### src/sv/cdc_pkg.sv
// Shared types and constants for the card-key door controller.
package cdc_pkg;

  localparam int unsigned TIME_BITS  = 16;
  localparam int unsigned TIMER_W    = TIME_BITS + 1;
  localparam logic [TIMER_W-1:0] TIMER_MAX = {TIMER_W{1'b1}};
  localparam int unsigned KEY_BITS   = 32;
  localparam int unsigned KEY_IDX_W  = $clog2(KEY_BITS);
  localparam int unsigned ELAPSED_W  = 12;
  localparam int unsigned CFG_IDX_W  = 3;
  localparam int unsigned CFG_DATA_W = TIME_BITS;
  localparam int unsigned IN_DATA_W  = 48;
  localparam int unsigned IN_USER_W  = 2;
  localparam int unsigned OUT_DATA_W = 24;

  // Configuration register reset values
  localparam logic [TIME_BITS-1:0] HOLD_OPEN_RST  = 16'd3000;
  localparam logic [TIME_BITS-1:0] TRAVEL_RST     = 16'd1000;
  localparam logic [TIME_BITS-1:0] CARD_CHECK_RST = 16'd2000;
  localparam logic [TIME_BITS-1:0] ERROR_SHOW_RST = 16'd3000;
  localparam logic [KEY_IDX_W-1:0] KEY_INDEX_RST  = '0;

  localparam logic [7:0] OCC_MAX = 8'd255;

  typedef enum logic [CFG_IDX_W-1:0] {
    CFG_HOLD_OPEN  = 3'd0,
    CFG_TRAVEL     = 3'd1,
    CFG_CARD_CHECK = 3'd2,
    CFG_ERROR_SHOW = 3'd3,
    CFG_KEY_INDEX  = 3'd4
  } cfg_idx_e;

  typedef enum logic [1:0] {
    MODE_TICK  = 2'd0,
    MODE_CARD  = 2'd1,
    MODE_ENTER = 2'd2,
    MODE_LEAVE = 2'd3
  } mode_e;

  typedef enum logic [2:0] {
    PH_CLOSED  = 3'd0,
    PH_READING = 3'd1,
    PH_ERROR   = 3'd2,
    PH_OPENING = 3'd3,
    PH_OPEN    = 3'd4,
    PH_CLOSING = 3'd5
  } phase_e;

  typedef enum logic [1:0] {
    LT_STANDBY = 2'd0,
    LT_READING = 2'd1,
    LT_GRANTED = 2'd2,
    LT_DENIED  = 2'd3
  } light_e;

  typedef enum logic [2:0] {
    NT_NONE     = 3'd0,
    NT_CARD     = 3'd1,
    NT_GRANTED  = 3'd2,
    NT_DENIED   = 3'd3,
    NT_CLOSING  = 3'd4
  } notice_e;

  typedef struct packed {
    notice_e              notice;
    light_e               indicator;
    logic [TIME_BITS-1:0] travel_progress;
    phase_e               door_phase;
  } result_t;

endpackage

### src/sv/cardkey_door_controller.sv
// Card-key sliding door controller: state update, output register and skid stage.
//
// Usage:
//  - Input stream (s_axis_*): one item per transfer. tuser carries the item kind
//    (tick, card presented, body enters, body leaves); tdata carries the tick's
//    elapsed time, the alert lever level and the presenter's key mask.
//  - Output stream (m_axis_*): exactly one result per input item, in order:
//    door phase, travel progress, indicator light and the event of that item.
//  - Configuration: write cfg_wdata_i into register cfg_idx_i on a cycle with
//    cfg_we_i high; write only while no item is in flight. Indexes beyond the
//    register list are ignored.
//  - Result path: an item's result is registered, in the skid register if the output register is full.
//  - Throughput: one item per cycle while s_axis_tready is high. The whole per-item
//    update is one pass of combinational logic from the door state registers and
//    the input bus into the state and result registers.
//  - Stall: a skid register behind the output register holds one more result,
//    so an item is taken while a result waits; s_axis_tready drops only when
//    both are full and rises again once the receiver takes a result.
//  - Reset (rst_ni low): door closed, shut, light standby, timers and counts
//    cleared, alert unlatched, configuration at its defaults, output empty.
module cardkey_door_controller (
  input  logic                             clk_i,
  input  logic                             rst_ni,
  // Configuration write port
  input  logic                             cfg_we_i,
  input  logic [cdc_pkg::CFG_IDX_W-1:0]    cfg_idx_i,
  input  logic [cdc_pkg::CFG_DATA_W-1:0]   cfg_wdata_i,
  // Input stream
  input  logic                             s_axis_tvalid,
  output logic                             s_axis_tready,
  // tdata: elapsed[11:0], alert_lever[12], held_keys[44:13], zero pad[47:45]
  input  logic [cdc_pkg::IN_DATA_W-1:0]    s_axis_tdata,
  // tuser: mode[1:0]
  input  logic [cdc_pkg::IN_USER_W-1:0]    s_axis_tuser,
  // Output stream
  output logic                             m_axis_tvalid,
  input  logic                             m_axis_tready,
  // tdata: door_phase[2:0], travel_progress[18:3], indicator[20:19], notice[23:21]
  output logic [cdc_pkg::OUT_DATA_W-1:0]   m_axis_tdata
);

  import cdc_pkg::*;

  // Configuration registers
  logic [TIME_BITS-1:0] hold_open_q, travel_q, card_check_q, error_show_q;
  logic [KEY_IDX_W-1:0] key_index_q;

  // Door state
  phase_e               phase_q, phase_d;
  light_e               light_q, light_d;
  logic [TIMER_W-1:0]   phase_timer_q, phase_timer_d;
  logic [TIMER_W-1:0]   open_timer_q, open_timer_d;
  logic [TIME_BITS-1:0] progress_q, progress_d;
  logic                 alert_q, alert_d;
  logic [7:0]           occ_count_q, occ_count_d;
  logic                 occupied_q, occupied_d;
  notice_e              notice;

  // Output and skid registers
  result_t              out_q, skid_q, result;
  logic                 out_valid_q, skid_valid_q;

  // Input field unpacking
  mode_e                mode;
  logic [ELAPSED_W-1:0] elapsed;
  logic                 lever;
  logic [KEY_BITS-1:0]  held_keys;
  logic                 in_xfer, out_xfer;

  // Arithmetic helpers
  logic [TIMER_W:0]     pt_sum, ot_sum;
  logic [TIMER_W-1:0]   pt_sat, ot_sat;
  logic [TIME_BITS:0]   prog_sum;
  logic [TIME_BITS-1:0] elapsed_ext;

  assign mode      = mode_e'(s_axis_tuser[1:0]);
  assign elapsed   = s_axis_tdata[ELAPSED_W-1:0];
  assign lever     = s_axis_tdata[ELAPSED_W];
  assign held_keys = s_axis_tdata[ELAPSED_W+1 +: KEY_BITS];

  assign s_axis_tready = !skid_valid_q;
  assign in_xfer       = s_axis_tvalid && s_axis_tready;
  assign out_xfer      = out_valid_q && m_axis_tready;

  // Saturating timer sums and travel sum
  assign elapsed_ext = TIME_BITS'(elapsed);
  assign pt_sum   = (TIMER_W+1)'(phase_timer_q) + (TIMER_W+1)'(elapsed);
  assign ot_sum   = (TIMER_W+1)'(open_timer_q) + (TIMER_W+1)'(elapsed);
  assign pt_sat   = pt_sum[TIMER_W] ? TIMER_MAX : pt_sum[TIMER_W-1:0];
  assign ot_sat   = ot_sum[TIMER_W] ? TIMER_MAX : ot_sum[TIMER_W-1:0];
  assign prog_sum = (TIME_BITS+1)'(progress_q) + (TIME_BITS+1)'(elapsed);

  // Configuration writes
  always_ff @(posedge clk_i or negedge rst_ni) begin
    if (!rst_ni) begin
      hold_open_q  <= HOLD_OPEN_RST;
      travel_q     <= TRAVEL_RST;
      card_check_q <= CARD_CHECK_RST;
      error_show_q <= ERROR_SHOW_RST;
      key_index_q  <= KEY_INDEX_RST;
    end else if (cfg_we_i) begin
      unique case (cfg_idx_i)
        CFG_HOLD_OPEN:  hold_open_q  <= cfg_wdata_i;
        CFG_TRAVEL:     travel_q     <= cfg_wdata_i;
        CFG_CARD_CHECK: card_check_q <= cfg_wdata_i;
        CFG_ERROR_SHOW: error_show_q <= cfg_wdata_i;
        CFG_KEY_INDEX:  key_index_q  <= cfg_wdata_i[KEY_IDX_W-1:0];
        default: ;
      endcase
    end
  end

  // Next door state for the item on the input bus
  always_comb begin
    phase_d       = phase_q;
    light_d       = light_q;
    phase_timer_d = phase_timer_q;
    open_timer_d  = open_timer_q;
    progress_d    = progress_q;
    alert_d       = alert_q;
    occ_count_d   = occ_count_q;
    occupied_d    = occupied_q;
    notice        = NT_NONE;

    if (in_xfer) begin
      unique case (mode)
        MODE_TICK: begin
          // Latch the alert lever and force the door open
          if (!alert_q && lever) begin
            alert_d = 1'b1;
            phase_d = PH_OPENING;
          end
          // Phase decision
          unique case (phase_d)
            PH_READING: begin
              phase_timer_d = pt_sat;
              if (pt_sat >= TIMER_W'(card_check_q)) begin
                phase_timer_d = '0;
                if (held_keys[key_index_q]) begin
                  light_d = LT_GRANTED;
                  phase_d = PH_OPENING;
                  notice  = NT_GRANTED;
                end else begin
                  light_d = LT_DENIED;
                  phase_d = PH_ERROR;
                  notice  = NT_DENIED;
                end
              end
            end
            PH_ERROR: begin
              phase_timer_d = pt_sat;
              if (pt_sat >= TIMER_W'(error_show_q)) begin
                phase_timer_d = '0;
                light_d       = LT_STANDBY;
                phase_d       = PH_CLOSED;
              end
            end
            PH_OPEN: begin
              if (!alert_d) begin
                open_timer_d = ot_sat;
                if (ot_sat > TIMER_W'(hold_open_q)) begin
                  if (occupied_q) begin
                    open_timer_d = '0;
                  end else begin
                    light_d = LT_STANDBY;
                    phase_d = PH_CLOSING;
                    notice  = NT_CLOSING;
                  end
                end
              end
            end
            PH_CLOSING: begin
              if (occupied_q) phase_d = PH_OPENING;
              if (progress_q == '0) phase_d = PH_CLOSED;
            end
            PH_OPENING: begin
              if (progress_q >= travel_q) phase_d = PH_OPEN;
            end
            default: ;
          endcase
          // Door travel
          if (phase_d == PH_CLOSING) begin
            open_timer_d = '0;
            progress_d   = (progress_q > elapsed_ext) ? progress_q - elapsed_ext : '0;
          end else if (phase_d == PH_OPENING) begin
            progress_d = (prog_sum > (TIME_BITS+1)'(travel_q)) ? travel_q
                                                                : prog_sum[TIME_BITS-1:0];
          end
        end
        MODE_CARD: begin
          if (phase_q == PH_CLOSED) begin
            light_d = LT_READING;
            phase_d = PH_READING;
            notice  = NT_CARD;
          end
        end
        MODE_ENTER: begin
          if (occ_count_q != OCC_MAX) occ_count_d = occ_count_q + 8'd1;
          occupied_d = 1'b1;
        end
        MODE_LEAVE: begin
          if (occ_count_q != '0) occ_count_d = occ_count_q - 8'd1;
          if (occ_count_d == '0) occupied_d = 1'b0;
        end
        default: ;
      endcase
    end
  end

  // Door state registers
  always_ff @(posedge clk_i or negedge rst_ni) begin
    if (!rst_ni) begin
      phase_q       <= PH_CLOSED;
      light_q       <= LT_STANDBY;
      phase_timer_q <= '0;
      open_timer_q  <= '0;
      progress_q    <= '0;
      alert_q       <= 1'b0;
      occ_count_q   <= '0;
      occupied_q    <= 1'b0;
    end else begin
      phase_q       <= phase_d;
      light_q       <= light_d;
      phase_timer_q <= phase_timer_d;
      open_timer_q  <= open_timer_d;
      progress_q    <= progress_d;
      alert_q       <= alert_d;
      occ_count_q   <= occ_count_d;
      occupied_q    <= occupied_d;
    end
  end

  // Result of this item: state after the update
  always_comb begin
    result.door_phase      = phase_d;
    result.travel_progress = progress_d;
    result.indicator       = light_d;
    result.notice          = notice;
  end

  // Output register with skid stage: valid bits
  always_ff @(posedge clk_i or negedge rst_ni) begin
    if (!rst_ni) begin
      out_valid_q  <= 1'b0;
      skid_valid_q <= 1'b0;
    end else if (out_xfer) begin
      if (skid_valid_q) begin
        skid_valid_q <= 1'b0;
      end else begin
        out_valid_q <= in_xfer;
      end
    end else if (in_xfer) begin
      if (out_valid_q) begin
        skid_valid_q <= 1'b1;
      end else begin
        out_valid_q <= 1'b1;
      end
    end
  end

  // Output register with skid stage: payload
  always_ff @(posedge clk_i) begin
    if (out_xfer) begin
      out_q <= skid_valid_q ? skid_q : result;
    end else if (in_xfer) begin
      if (out_valid_q) begin
        skid_q <= result;
      end else begin
        out_q <= result;
      end
    end
  end

  assign m_axis_tvalid = out_valid_q;
  assign m_axis_tdata  = OUT_DATA_W'(out_q);

  // Skid stage only fills behind a full output register
  a_skid_behind_out: assert property (@(posedge clk_i) disable iff (!rst_ni)
    skid_valid_q |-> out_valid_q)
    else $error("skid register valid while output register empty");

  // Alert latch never releases
  a_alert_sticky: assert property (@(posedge clk_i) disable iff (!rst_ni)
    alert_q |=> alert_q)
    else $error("alert latch released");

  // A stalled result is not dropped
  a_result_held: assert property (@(posedge clk_i) disable iff (!rst_ni)
    (out_valid_q && !m_axis_tready) |=> out_valid_q)
    else $error("stalled result lost");

endmodule
### config.mk
export PLATFORM = sky130hd
export DESIGN_NAME = cardkey_door_controller
export DESIGN_NICKNAME = d
export VERILOG_FILES = /design/src/sv/cdc_pkg.sv /design/src/sv/cardkey_door_controller.sv
export SDC_FILE = /design/constraint.sdc
export NUM_CORES = 1
export LEC_CHECK = 0
export BUFFER_PORTS_ARGS = -buffer_cell sky130_fd_sc_hd__buf_2
export CAP_MARGIN = 20
export CELL_PAD_IN_SITES_DETAIL_PLACEMENT = 1
export CELL_PAD_IN_SITES_GLOBAL_PLACEMENT = 2
export CORE_MARGIN = 4
export CORE_UTILIZATION = 39
export DETAILED_ROUTE_END_ITERATION = 16
export PLACE_DENSITY = 0.93
export SYNTH_ARGS = -nofsm -noshare
export SYNTH_HDL_FRONTEND = slang
export SYNTH_SLANG_ARGS = --single-unit
### constraint.sdc
create_clock -name clk_i -period 5.75 [get_ports clk_i]
set_clock_uncertainty 0.15 [all_clocks]
set_input_delay 1.15 -clock clk_i [delete_from_list [all_inputs] [get_ports clk_i]]
set_output_delay 1.15 -clock clk_i [all_outputs]
set_load 0.01 [all_outputs]
# After elaboration in Yosys (flattened, before gate mapping)
# Cells that the tools add are included.
# totals
input_bits	74
out_inout_bits	26
register_bits	184
# classes
eq_ne	20
mux	75
bitwise	1
n_reduce_logical	30
order_cmp	7
n_addsub	6
# op_table
op	n
2-to-1 mux 17 bit	9
2-to-1 mux 16 bit	6
2-to-1 mux 24 bit	4
2-to-1 mux 3 bit	19
adder 17 x 12 -> 18 bit	2
greater-or-equal comparator 17 x 16 -> 1 bit	2
> comparator 17 x 16 -> 1 bit	2
case mux 17 bit (2 select lines)	1
2-to-1 mux 8 bit	4
case mux 3 bit (2 select lines)	3
AND reduction 2 bit	9
adder 16 x 12 -> 17 bit	1
greater-or-equal comparator 16 bit	1
> comparator 16 x 12 -> 1 bit	1
logical NOT 16 bit	1
2-to-1 mux 2 bit	8
case mux 8 bit (2 select lines)	1
subtractor 16 x 12 -> 16 bit	1
equality test 3 x 2 -> 1 bit (second input constant)	5
2-to-1 mux 1 bit	15
case mux 3 bit (5 select lines)	1
equality test 3 bit (second input constant)	4
AND reduction 3 bit	4
nonzero test 2 bit	5
21 further kinds	30

# Longest topological paths before layout
# Gate-level depths: netlist of run 1.
# depth
ltp_word	19
depth_mapped	25
depth_no_buf	24

# Least setup slack after synthesis of run 1
# No wires, ideal clock.
# synth_path
path_type	input -> register
startpoint	input port s_axis_tdata[0] in the netlist's numbering
endpoint	register out_q (netlist bit m_axis_tdata[12]) (data pin)
arrival_ns	5.562
n_path_buf	0
path_stages	24
required_ns	5.340
setup_ns	0.260
slack_ns	-0.222
cell_sequence	ha_1 > inv_1 > fa_1 > nor2b_1 > o31a_1 > a221oi_2 > o21bai_1 > a21oi_1 > nor2b_1 > o21ai_0 > a21oi_1 > nor2_1 > inv_1 > ha_1 > nand2_1 > o21ai_0 > a2111o_1 > a211oi_1 > o21bai_1 > o31ai_4 > nor2_1 > or2_2 > a221o_1 > mux2_2
# synth_via
elab_chain_len	16
elab_cells_between_ends	30
classes_between	4 x add/sub; 5 x order compare; 2 x eq/ne; 19 x mux
# synth_lines
element	line	rtl
start: declaration	cardkey_door_controller.sv:32	input logic [cdc_pkg::IN_DATA_W-1:0] s_axis_tdata,
adder 17 x 12 -> 18 bit	cardkey_door_controller.sv:88	assign ot_sum = (TIMER_W+1)'(open_timer_q) + (TIMER_W+1)'(elapsed);
2-to-1 mux 17 bit	cardkey_door_controller.sv:90	assign ot_sat = ot_sum[TIMER_W] ? TIMER_MAX : ot_sum[TIMER_W-1:0];
> comparator 17 x 16 -> 1 bit	cardkey_door_controller.sv:161	if (ot_sat > TIMER_W'(hold_open_q)) begin
2-to-1 mux 3 bit	cardkey_door_controller.sv:161	
2-to-1 mux 3 bit	cardkey_door_controller.sv:159	if (!alert_d) begin
case mux 3 bit (5 select lines)	cardkey_door_controller.sv:134	unique case (phase_d)
2-to-1 mux 3 bit	cardkey_door_controller.sv:126	unique case (mode)
2-to-1 mux 3 bit	cardkey_door_controller.sv:125	if (in_xfer) begin
equality test 3 x 2 -> 1 bit	cardkey_door_controller.sv:185	end else if (phase_d == PH_OPENING) begin
2-to-1 mux 16 bit	cardkey_door_controller.sv:185	
2-to-1 mux 16 bit *	cardkey_door_controller.sv:182	if (phase_d == PH_CLOSING) begin
2-to-1 mux 16 bit *	cardkey_door_controller.sv:126	
2-to-1 mux 16 bit *	cardkey_door_controller.sv:125	
net progress_d[9]	cardkey_door_controller.sv:53	logic [TIME_BITS-1:0] progress_q, progress_d;
2-to-1 mux 24 bit	cardkey_door_controller.sv:266	if (out_valid_q) begin
2-to-1 mux 24 bit	cardkey_door_controller.sv:265	end else if (in_xfer) begin
2-to-1 mux 24 bit *	cardkey_door_controller.sv:263	if (out_xfer) begin
end signal: assignment	cardkey_door_controller.sv:264	out_q <= skid_valid_q ? skid_q : result;
end signal: assignment	cardkey_door_controller.sv:269	out_q <= result;
end: declaration	cardkey_door_controller.sv:60	result_t out_q, skid_q, result;
# Mark *: on every way through the listed nets, which the timed path passes. The rest lies on a longest branch. The select of a mux whose other input is x is not followed.
# A chain may end at the register's enable or synchronous reset.

# Worst setup path after layout of run 1
# layout_path
startpoint	input port s_axis_tdata[0] in the netlist's numbering
endpoint	register out_q (netlist bit m_axis_tdata[3]) (data pin)
# Same word-level chain as after synthesis.

==> results of run 1 <==
cell type report:
class | instances | area [sq um] | area share (%)
inverter | 129 | 484 | 2.91
tap | 442 | 553 | 3.32
clock inverter | 14 | 171 | 1.03
sequential | 184 | 4880 | 29.3
multi-input combinational | 1040 | 8040 | 48.3
clock buffer | 18 | 429 | 2.58
antenna | 1 | 2.50 | 0.0150
timing repair buffer | 297 | 2090 | 12.5
critical path: stages:
cell and delay, ns:
sky130_fd_sc_hd__buf_12 0.12, sky130_fd_sc_hd__ha_4 0.15, sky130_fd_sc_hd__inv_2 0.06, sky130_fd_sc_hd__fa_2 0.24, sky130_fd_sc_hd__nor2b_4 0.05, sky130_fd_sc_hd__o31a_1 0.33, sky130_fd_sc_hd__a221oi_2 0.33, sky130_fd_sc_hd__buf_4 0.20
sky130_fd_sc_hd__o21bai_1 0.12, sky130_fd_sc_hd__and3_1 0.21, sky130_fd_sc_hd__o21ai_0 0.28, sky130_fd_sc_hd__ha_1 0.32, sky130_fd_sc_hd__a2111o_1 0.42, sky130_fd_sc_hd__a211oi_4 0.23, sky130_fd_sc_hd__o21bai_4 0.15, sky130_fd_sc_hd__o31ai_4 0.26
sky130_fd_sc_hd__buf_6 0.18, sky130_fd_sc_hd__nor2_4 0.05, sky130_fd_sc_hd__or2_4 0.29, sky130_fd_sc_hd__a221o_1 0.42, sky130_fd_sc_hd__mux2_4 0.29
state kept, by name, indices dropped and copies added, names as in the netlist, 16 cells and up:
| name | flops |
|---|---|
| error_show_q | 16 |
| hold_open_q | 16 |
| m_axis_tdata | 24 |
| skid_q | 24 |
| card_check_q | 16 |
| progress_q | 16 |
| phase_timer_q | 17 |
| open_timer_q | 17 |
| travel_q | 16 |
power by group through the flow:
stage / sequential [mW] / clock, mW / combinational (mW)
2_1_floorplan: 2.08 / 0 / 3.09
3_3_place_gp: 2.19 / 0 / 4.71
3_5_place_dp: 2.22 / 0 / 4.96
4_1_cts: 2.21 / 1.26 / 5.36
5_1_grt: 2.29 / 1.32 / 6.42
6_report: 2.24 / 1.25 / 5.89
cell usage in the layout, fill, tap and decap left out, drive strengths merged, types with 9 or more instances in the layout:
cell type  count
xnor2         31
o21bai        14
dfstp         26
xor2          14
nand3         34
ha           131
nand2b        16
nor3          26
edfxtp        48
a21o          29
nor2          85
or3            9
buf          296
clkbuf        19
o31ai         19
mux2i         12
nand4         13
and3          12
mux4          10
inv          133
a21oi         91
mux2          43
o21ai        133
nand2        155
a31oi         10
o21a          16
o211ai        11
nor2b         14
a211oi        17
nor4          12
dfrtp        110
how the worst max path moves through the flow:
stage | slack (ns) | end | cells after the start | from
2_1_floorplan | 0.0002 | m_axis_tdata[12] | 24 | s_axis_tdata[0]
3_3_place_gp | -0.58 | m_axis_tdata[10] | 25 | s_axis_tdata[0]
3_5_place_dp | -0.74 | m_axis_tdata[12] | 24 | s_axis_tdata[0]
4_1_cts | -0.14 | m_axis_tdata[3] | 24 | s_axis_tdata[0]
5_1_grt | -0.25 | m_axis_tdata[3] | 24 | s_axis_tdata[1]
6_report | -0.08 | m_axis_tdata[3] | 21 | s_axis_tdata[0]
through the flow:
step                      util, %  TNS, ns  setup slack [ns]  power [mW]
after global routing         51.0    -3.95            -0.247        10.0
final                        51.0   -0.112           -0.0843        9.38
after CTS                    49.5    -1.34            -0.144        8.84
after global placement       46.5   -31.20            -0.583        6.90
after floorplan                 -        0          0.000216        5.16
after detailed placement     46.5   -44.08            -0.743        7.18
per-layer routing:
metal | vias up | track usage [%] | part of all wire, %
li1 | 5592 | - | -
met1 | 6116 | 31.1 | 41
met2 | 332 | 42.4 | 50
met4 | 0 | 9.53 | 4.1
met5 | - | 0 | 0
met3 | 117 | 3.52 | 4.6
repair_timing:
item                                   4_1_cts  5_1_grt
pin swaps                                   28       46
gates resized for setup                     69       95
buffers inserted                            10       14
endpoints found under the hold margin        0        0
setup endpoints to repair                   58       78
cells by family after synthesis:
family                   count (synthesis)
AO/OA/AOI/OAI                          402
AND/OR/NAND/NOR                        393
adder cells (fa/ha/maj)                135
multiplexers                            65
flip-flops                             184
XOR/XNOR                                45
buffers and inverters                  184
==> metrics list, run 1 <==
- Proportion of power drawn by flip-flops and latches: 23.9%
- Net Sw Power: 4.13 mW
- For this design the static power due to leakage is 7.62 nW.
* Max-slew violation count: 0
- Dividing the detail-routed wire length by the instance count gives 21.8 um.
- Critical hold path startpoint: phase_timer_q[9]
- The synthesized netlist contains 78 unique library cells.
- The final layout contains 1878 nets.
- Maximum operating frequency: 171 MHz
- Setup repair after global routing could not meet its margin everywhere.
- Die outline width: 190 um
- The count of nets left with antenna violations once routing finished came out at 0.
- Post-detailed-placement half-perimeter wirelength: 32800 um
- After technology mapping, the gate count stands at 1408.
* Fraction of final layout cells sized beyond drive strength 1: 30.6%
* Combinational power share: 62.8%
- The first global-routing pass estimated 69900 um of wire.
- The tree is rooted in a sky130_fd_sc_hd__clkbuf_16.
- Cells on Worst Hold Path: 2
* Count of placed standard cells in the final layout, fillers left out: 2125
- For this block, the routed nets add up to 46400 um of wire.
- GRT Util Overall: 24.5%
- Post-route DRC violation count: 0
- STA classifies the critical path startpoint as an input pin.
* Data arrival time at the worst-slack endpoint: 5.88 ns
- Worst reg-to-reg path cell count: 20
* Cell area after synthesis: 12900 sq um
- Number of design-rule violations left by the first detailed-router iteration: 641
- Counting I/O delays and the setup requirement, the final critical path takes 5.83 ns.
- For the pin with the worst max-slew slack, the measured transition is 1.16 ns.
* Post-route fraction of the period consumed by the critical path: 101%
* Cell with the most instances after synthesis: sky130_fd_sc_hd__nand2_1
- For hold timing, the worst endpoint is phase_timer_q[9].
- Power density over cell area: 564 nW/um^2
- I/O pins: 100
- Vias per cell: 5.72
- The tool flagged a number of max-cap violations equal to 0.
* Smallest setup slack after layout: -0.0843 ns
* Count of endpoints failing setup in the final report: 3
- A synthesized cell averages 9.19 sq um.
* CTS buffer count: 17
* Crit Reg-Reg Endpoint: m_axis_tdata[3]
- The internal portion of the total power is 5.25 mW.
* Y dimension of the die: 190 um
- Fraction of synthesized area in multiplexers: 6.41%
* Critical-path maximum fanout: 5
- Growth of design area from synthesis to finish: 28.6%
- The congestion estimate from routability-driven global placement came to 0.919.
* Reg clk slew, reported paths: 0.07 ns
- Summed over all instances, the cell type with the most area after synthesis is sky130_fd_sc_hd__dfrtp_1.
- Worst hold slack: 0.344 ns
* Max IR drop VDD: 255 uV
* GRT overflow: 0
* Skew-Pair Late Insertion Delay: 0.45 ns
* Main flop type after synthesis: sky130_fd_sc_hd__dfrtp_1
* Drt first pass iters: 5
- The floorplan has 66 rows.
* Core Area: 32600 sq um
- Via count of the first global-routing pass: 12600
- Synthesized-area fraction occupied by adder cells: 13.3%
* EDFF count, synth: 48
* Data required time at the worst endpoint: 5.79 ns
- In this run, the clock network consumes 13.3% of the power.
- Sink Count: 184
* Critical path class: input pin to flop
- By count the netlist is led by sky130_fd_sc_hd__nand2_1 (155), sky130_fd_sc_hd__ha_1 (131), sky130_fd_sc_hd__o21ai_0 (131), sky130_fd_sc_hd__inv_1 (128), sky130_fd_sc_hd__dfrtp_1 (110).
- Violations in the final reports: setup timing
* Synthesized netlist net count: 1617
- The flow ran to the end, but the final reports show violations.
- The setup check on the worst reg-to-reg path leaves a slack of 0.31 ns.
- The hold violation total from the final report came to 0.
- Sequential cell area fraction in the yosys report: 37.7%
- Compound-gate portion of the synthesized area: 20.0%
* Count of port buffers added during placement: 96
* Xor and xnor area share after synthesis: 3.05%
- The H-tree was split into 4 levels.
- The filler cells instantiated in the layout total 3692.
- Clock tree from TritonCTS: done
- Max Buffers Root-to-Sink: 2
- Yosys attributes the largest share of cell area to sky130_fd_sc_hd__dfrtp_1 (21%), sky130_fd_sc_hd__ha_1 (13%), sky130_fd_sc_hd__edfxtp_1 (11%), sky130_fd_sc_hd__dfstp_2 (5.3%), sky130_fd_sc_hd__o21ai_0 (5.1%).
- Placed cell count: 2069
- Combinational family with the most area after synthesis: compound AO/OA/AOI/OAI gates
- For this design, the CTS-stage hold fixing added 0 buffers.
- The top cell type by area accounts for 21.3% of the synthesized area.
- After Yosys synthesis, and, or, nand and nor cells account for 14.1% of the synthesized area.
- Kind of end point of the critical path: flop
- Design area: 16600 sq um
- Maximum number of pins on one net before global-route repair: 100
- Initial core utilization: 39.7%
* Switching power as a share of total power: 44.0%
- Number of antenna violations at the first check in global routing: 1
- Post-synthesis async set-or-reset flop share: 73.9%
- Synthesis Warnings: 0
- Counting flops and latches in the post-synthesis netlist gives 184.
* Full die area: 36200 sq um
- The tightest min-delay check is of the flop to flop type.
- After detailed placement, the total cell area comes to 15200 sq um.
- Via total after detailed routing: 12200
- Max-slew headroom: 22.2%
- Reg2Reg Launch Point: phase_timer_q[0]
Note: power is estimated with default switching activity, not from simulation.
==> run 2: changes to the inputs <==
--- a/config.mk
+++ b/config.mk
@@ -5,6 +5,7 @@
 export SDC_FILE = /design/constraint.sdc
 export NUM_CORES = 1
 export LEC_CHECK = 0
+export ABC_CLOCK_PERIOD_IN_PS = 5700
 export BUFFER_PORTS_ARGS = -buffer_cell sky130_fd_sc_hd__buf_2
 export CAP_MARGIN = 20
 export CELL_PAD_IN_SITES_DETAIL_PLACEMENT = 1
==> constraint.sdc (replaced) <==
create_clock -name clk_i -period 5.7 [get_ports clk_i]
set_clock_uncertainty 0.15 [all_clocks]
set_input_delay 1.14 -clock clk_i [delete_from_list [all_inputs] [get_ports clk_i]]
set_output_delay 1.14 -clock clk_i [all_outputs]
set_load 0.01 [all_outputs]
==> run 2 against run 1 <==
Against the previous run:
- the flow still finishes with violations (setup timing)
- flip-flop and latch count stayed put
- wire length is essentially flat
- final cell count rose by 0.38%
- setup slack better by 0.015 ns
- total power fell by 1.7%
- via count about the same
- highest routed layer unchanged
==> metrics list, run 2 (synthesized netlist as in run 1, its figures left out) <==
- No sink is reached through more buffers than the 2 on the longest clock path.
- The layout has 3760 filler cells.
* Drt first pass iters: 7
* First-pass GRT wire length: 71300 um
* Combinational power share: 62.7%
- Layout net count: 1887
* Y dimension of the die: 190 um
- For this configuration, the core starts out at a cell density of 39.7%.
* Vias per cell: 5.69
- Worst Setup Start Kind: input pin
- Of all nets on the critical path, the largest fanout is 5.
- Core Area: 32600 sq um
- The number of antenna violations at the first check in global routing is 1.
- For this design the total switching power over the nets is 4.13 mW.
- Most frequent cells in the layout: sky130_fd_sc_hd__buf_4 (198), sky130_fd_sc_hd__nand2_1 (152), sky130_fd_sc_hd__inv_1 (126)
- Most common library cell in the layout ignoring fill and taps: sky130_fd_sc_hd__buf_4
* Growth of design area from synthesis to finish: 27.6%
- Global routing finished with a remaining overflow of 0.
* Cell at the root of the clock tree: sky130_fd_sc_hd__clkbuf_16
- Post-Place Setup Slack: -0.810 ns
* Via count of the first global-routing pass: 12900
* GRT Util Overall: 25.0%
* Maximum operating frequency: 173 MHz
* Clock group share of total power: 13.0%
* Max-slew violation count: 0
- Kind of end point of the critical path: flop
* Cell row count: 66
- Setup repair after global routing missed its margin: true
- Dividing total power by cell area gives a power density of 558 nW/um^2.
- Setup slack on the critical path of the routed design comes to -0.0697 ns.
* Post-detailed-placement half-perimeter wirelength: 33300 um
- At the pin with the least slew margin, the transition time is 1.03 ns.
- Dividing the detail-routed wire length by the instance count gives 21.7 um.
- Switching power as a share of total power: 44.9%
* Number of design-rule violations left by the first detailed-router iteration: 767
- After layout, the worst path uses 101% of the clock period.
* Reg clk slew, reported paths: 0.09 ns
- The repair_antennas step left the layout with diodes totalling 0.
* Post-route ant nets: 0
* Post-route DRC violation count: 0
- The internal power of the cells totals 5.08 mW.
- Entering global routing, the biggest net connects 55 pins.
* I/O pins: 100
- Data on the critical path is required at its endpoint by 5.78 ns.
- Data arrival time at the worst-slack endpoint: 5.85 ns
- The critical path in this run is classified as input pin to flop.
- TritonCTS built the clock tree.
- Count of endpoints failing setup in the final report: 5
* Count of port buffers added during placement: 96
- Final hold vios: 0
- Post-layout minimum cycle time: 5.77 ns
- The die covers 36200 sq um.
- CTS buffer count: 17
- Max-slew headroom: 31.2%
- Fraction of final layout cells sized beyond drive strength 1: 30.0%
* Skew-Pair Late Insertion Delay: 0.47 ns
* Sink Count: 184
* WL final: 46300 um
- Violations in the final reports: setup timing
* Worst min path class: flop to flop
- The flow ran to the end, but the final reports show violations.
- The design draws 9.22 mW.
- H-tree levels: 4
- The die is 190 um wide.
- Proportion of power drawn by flip-flops and latches: 24.4%
- The final route contains 12100 vias.
- For this design the static power due to leakage is 7.63 nW.
- Max IR drop VDD: 261 uV
- At the end of routability-driven placement, the weighted congestion stood at 0.905.
* Max capacitance violation total: 0
run 2: changes by cell type in the layout (fill, tap and decap cells not counted), sizes merged:
| cell | change |
|---|---|
| buf | +9 |
| bufinv | -3 |
| clkbuf | -1 |
| clkinv | -2 |
| diode | -1 |
| inv | +6 |
run 2: area by class of cell:
cell class | instances | area [sq um] | area share, %
Multi-Input combinational cell | 1040 | 7900 | 47.8
Sequential cell | 184 | 4880 | 29.5
Timing Repair Buffer | 306 | 2150 | 13.0
Tap cell | 442 | 553 | 3.35
Inverter | 129 | 484 | 2.93
Clock buffer | 17 | 425 | 2.58
Clock inverter | 15 | 130 | 0.788
run 2: per-stage QoR:
| step | hold WS (ns) | TNS, ns | utilization (%) | instance area [sq um] | instances |
|---|---|---|---|---|---|
| after floorplan | 0.303 | 0 | - | 13000 | 1408 |
| after global placement | 0.319 | -36.31 | 46.5 | 15200 | 2069 |
| after detailed placement | 0.324 | -47.86 | 46.5 | 15200 | 2069 |
| after CTS | 0.341 | -1.03 | 49.4 | 16100 | 2114 |
| after global routing | 0.357 | -5.79 | 50.6 | 16500 | 2133 |
| final | 0.341 | -0.283 | 50.6 | 16500 | 2133 |
run 2: what timing repair did:
action | 4_1_cts | 5_1_grt
gates resized for setup | 68 | 59
setup buffers | 13 | 17
pin swaps | 38 | 45
endpoints found under the setup margin | 68 | 82
hold buffers | 0 | 0
run 2: final timing paths:
check	start	to	slack [ns]	cells after the start
min in group asynchronous	rst_ni	progress_q[1]	0.43	1
worst min register to register	phase_timer_q[9]	phase_timer_q[9]	0.34	2
max in group asynchronous	rst_ni	travel_q[0]	3.89	2
worst max-delay path	s_axis_tdata[6]	m_axis_tdata[3]	-0.07	22
worst min-delay path	phase_timer_q[9]	phase_timer_q[9]	0.34	2
worst max register to register	phase_timer_q[0]	m_axis_tdata[3]	0.29	24
run 2: worst max-delay path, cell delays in order:
cell and delay (ns):
sky130_fd_sc_hd__buf_2 0.17, sky130_fd_sc_hd__ha_1 0.40, sky130_fd_sc_hd__a2111oi_0 0.61, sky130_fd_sc_hd__a211oi_1 0.17, sky130_fd_sc_hd__a21oi_2 0.22, sky130_fd_sc_hd__o21bai_1 0.10, sky130_fd_sc_hd__a21oi_2 0.17, sky130_fd_sc_hd__xnor2_1 0.10
sky130_fd_sc_hd__nor2_1 0.16, sky130_fd_sc_hd__inv_1 0.09, sky130_fd_sc_hd__ha_1 0.31, sky130_fd_sc_hd__nand4_1 0.15, sky130_fd_sc_hd__nor4_2 0.28, sky130_fd_sc_hd__o31ai_1 0.11, sky130_fd_sc_hd__o211ai_1 0.10, sky130_fd_sc_hd__a21o_1 0.24
sky130_fd_sc_hd__o21a_4 0.25, sky130_fd_sc_hd__buf_4 0.14, sky130_fd_sc_hd__o21a_4 0.17, sky130_fd_sc_hd__nor3_2 0.09, sky130_fd_sc_hd__a221o_1 0.39, sky130_fd_sc_hd__mux2_2 0.28
run 2: power groups by stage:
| stage | Sequential [mW] | Clock, mW | Combinational [mW] |
|---|---|---|---|
| 2_1_floorplan | 2.10 | 0 | 3.13 |
| 3_3_place_gp | 2.21 | 0 | 4.73 |
| 3_5_place_dp | 2.23 | 0 | 5.02 |
| 4_1_cts | 2.22 | 1.21 | 5.38 |
| 5_1_grt | 2.30 | 1.27 | 6.29 |
| 6_report | 2.25 | 1.19 | 5.77 |
run 2: per-layer routing:
layer	share of wire, %	track usage [%]	wire (um)	vias to the layer above
li1	-	-	-	5608
met1	41	30.7	19100	6147
met2	51	45.4	23800	285
met3	3.5	3.27	1640	105
met4	3.8	8.43	1740	0
met5	0	0	0	-
==> run 3: changes to the inputs <==
==> constraint.sdc (replaced) <==
create_clock -name clk_i -period 5.7 [get_ports clk_i]
set_clock_uncertainty 0.15 [all_clocks]
set_input_delay 1.425 -clock clk_i [delete_from_list [all_inputs] [get_ports clk_i]]
set_output_delay 1.425 -clock clk_i [all_outputs]
set_load 0.01 [all_outputs]
==> run 3 against run 2 <==
Against the previous run:
- the flow still finishes with violations (setup timing)
- combinational power is 14% higher
- flip-flop and latch count is the same
- fmax down 9.5%
- worst hold slack better by 0.0076 ns
- first-iteration DRC count is 26% higher
- utilization is 2.9 points higher
- sequential power increased by 2%
- largest cell class unchanged
- highest routed layer unchanged
==> metrics list, run 3 (synthesized netlist as in run 1, its figures left out) <==
- Maximum operating frequency: 157 MHz
* Crit Reg-Reg Endpoint: m_axis_tdata[4]
* Fraction of final layout cells sized beyond drive strength 1: 34.8%
- In this run the power density over the cells is 580 nW/um^2.
- At the end of the flow, the number of nets in the layout was 1916.
- GRT Util Overall: 26.4%
* Transition time at the pin with the least slew margin: 1.13 ns
- Critical path class: input pin to flop
- The first global-routing pass estimated 75100 um of wire.
* Worst hold slack: 0.348 ns
- The count of pins over their slew limit came to 0.
- After detailed routing, the number of vias per cell comes to 6.02.
* Post-Place Setup Slack: -0.996 ns
* Layout Utilization: 53.6%
- Smallest setup slack after layout: -0.674 ns
- The worst path in the final design needs a cycle of 6.37 ns, including I/O delays and setup.
- Die outline width: 190 um
- In the final routed layout, each cell accounts on average for 24.9 um.
* Via total after detailed routing: 13000
- In this run the critical register-to-register path is launched from phase_timer_q[0].
- The via count of the first global-routing pass came to 13700.
- The count of nets left with antenna violations once routing finished came out at 0.
- STA classifies the critical path startpoint as an input pin.
- Last weighted congestion value of the routability-driven placer: 0.918
- Max Buffers Root-to-Sink: 2
- Reported leakage power: 7.98 nW
* Max capacitance violation total: 0
- Skew-Pair Late Insertion Delay: 0.48 ns
- Final hold vios: 0
* Worst reg-to-reg path cell count: 26
- In this run the register-to-register setup slack is 0.01 ns.
- Number of antenna violations at the first check in global routing: 1
- Setup repair after global routing could not meet its margin everywhere.
* Most common library cell in the layout ignoring fill and taps: sky130_fd_sc_hd__buf_4
- The worst setup path is captured at a flop.
* Most frequent cells in the layout: sky130_fd_sc_hd__buf_4 (196), sky130_fd_sc_hd__nand2_1 (142), sky130_fd_sc_hd__inv_1 (125)
- TritonCTS built the clock tree.
- From synthesis to final layout, the design area changed by 35.0%.
* Cell at the root of the clock tree: sky130_fd_sc_hd__clkbuf_16
- Across the VDD grid, the largest voltage drop is 231 uV.
- Post-route fraction of the period consumed by the critical path: 112%
- Cell row count: 66
* Violations in the final reports: setup timing
- Number of design-rule violations left by the first detailed-router iteration: 967
- Measured against its own limit, the worst slew margin works out to 24.4%.
- The routed design has 53900 um of wire.
- Clock-pin slew was measured on the worst setup and hold paths at 0.09 ns.
* Post-detailed-placement half-perimeter wirelength: 33000 um
- Worst setup startpoint: s_axis_tdata[0]
* Drt first pass iters: 7
- Post-route DRC violation count: 0
* Critical-path maximum fanout: 4
- Entering global routing, the biggest net connects 81 pins.
- GRT overflow: 0
- Outcome: complete, but fails checks
- The initial utilization of the core area, before any placement, comes to 39.7%.
* Placed cell count: 2084
- Buffers inserted to repair hold after CTS numbered 0.
- Measured along the y axis, the die boundary spans 190 um.
- The count of buffers added on input and output ports is 96.
- Sink Count: 184
* Data required time at the worst endpoint: 5.74 ns
- Data arrives at the worst endpoint at 6.41 ns.
- Termination of the worst setup path: m_axis_tdata[4]
- Diodes inserted: 0
* H-tree levels: 4
- TritonCTS created 17 clock buffers.
- The die covers 36200 sq um.
- In this run the worst hold path is classified as flop to flop.
- For this design the top-level I/O count stands at 100.
* Core Area: 32600 sq um
- Count of endpoints failing setup in the final report: 78
* Count of placed standard cells in the final layout, fillers left out: 2162
[run 3: changes by cell type in the layout (fill, tap and decap cells not counted), moves of 6 or more]
cell and delta:
sky130_fd_sc_hd__buf_6 +22, sky130_fd_sc_hd__o31ai_1 -12, sky130_fd_sc_hd__o31ai_4 +12, sky130_fd_sc_hd__nand2_1 -10, sky130_fd_sc_hd__o21ai_2 +9, sky130_fd_sc_hd__nand2_2 +8, sky130_fd_sc_hd__o21ai_1 -8, sky130_fd_sc_hd__a21oi_2 +6
sky130_fd_sc_hd__buf_12 +6
[run 3: per-stage QoR]
step           TNS, ns  power [mW]  instance area (sq um)
2_1_floorplan   -0.467        5.26                  13000
3_3_place_gp    -49.12        7.05                  15400
4_1_cts         -12.71        9.27                  16900
6_report        -31.17        10.1                  17500
3_5_place_dp    -66.09        7.36                  15400
5_1_grt         -40.84        10.7                  17500
[run 3: layout make-up]
cell class,count,area (sq um)
Tap cell,442,553
Timing Repair Buffer,335,2580
Clock buffer,17,425
Sequential cell,184,4880
Inverter,129,484
Fill cell,3684,15100
Multi-Input combinational cell,1040,8370
Clock inverter,15,180
[run 3: worst max-delay path: stages]
cell and delay [ns]:
sky130_fd_sc_hd__buf_12 0.12, sky130_fd_sc_hd__buf_4 0.15, sky130_fd_sc_hd__ha_4 0.16, sky130_fd_sc_hd__fa_2 0.36
sky130_fd_sc_hd__a211oi_4 0.27, sky130_fd_sc_hd__o21ai_1 0.10, sky130_fd_sc_hd__nor2b_4 0.15, sky130_fd_sc_hd__o21ai_2 0.13
sky130_fd_sc_hd__nand2b_1 0.10, sky130_fd_sc_hd__a21o_1 0.18, sky130_fd_sc_hd__a21oi_2 0.15, sky130_fd_sc_hd__xnor2_1 0.08
sky130_fd_sc_hd__nor2_1 0.17, sky130_fd_sc_hd__inv_1 0.11, sky130_fd_sc_hd__ha_4 0.28, sky130_fd_sc_hd__nand4_1 0.22
sky130_fd_sc_hd__nor4_4 0.29, sky130_fd_sc_hd__nand2_1 0.11, sky130_fd_sc_hd__a21o_1 0.23, sky130_fd_sc_hd__o21a_4 0.26
sky130_fd_sc_hd__buf_6 0.15, sky130_fd_sc_hd__o211ai_4 0.29, sky130_fd_sc_hd__nor2_4 0.07, sky130_fd_sc_hd__a222oi_1 0.54
sky130_fd_sc_hd__buf_4 0.22, sky130_fd_sc_hd__a21oi_1 0.08
[run 3: worst min path at each step]
stage	from	end	slack (ns)	cells after the start
2_1_floorplan	open_timer_q[0]	open_timer_q[0]	0.30	2
3_3_place_gp	open_timer_q[9]	open_timer_q[9]	0.32	2
3_5_place_dp	open_timer_q[10]	open_timer_q[10]	0.33	2
4_1_cts	open_timer_q[10]	open_timer_q[10]	0.35	2
5_1_grt	error_show_q[13]	error_show_q[13]	0.37	1
6_report	phase_timer_q[11]	phase_timer_q[11]	0.35	2
[run 3: power by group]
part	leakage, nW	total (mW)	switching, mW	internal [mW]
combinational	5.57	6.56	3.62	2.94
clock	0.289	1.28	0.618	0.665
sequential	2.12	2.29	0.455	1.84
total	7.98	10.1	4.69	5.44
[run 3: layer usage]
layer / up-vias / wire length [um] / track usage [%]
met3: 238 / 3420 / 4.95
met2: 583 / 26900 / 47.4
met1: 6517 / 20200 / 30.8
met5: - / 0 / 0
li1: 5677 / - / -
met4: 0 / 3420 / 11.5
[run 3: repair_timing]
| item | CTS | global route |
|---|---|---|
| endpoints found under the setup margin | 90 | 92 |
| cloned | 5 | 0 |
| buffers inserted | 26 | 20 |
| resized for setup | 143 | 103 |
| pin swaps | 62 | 50 |
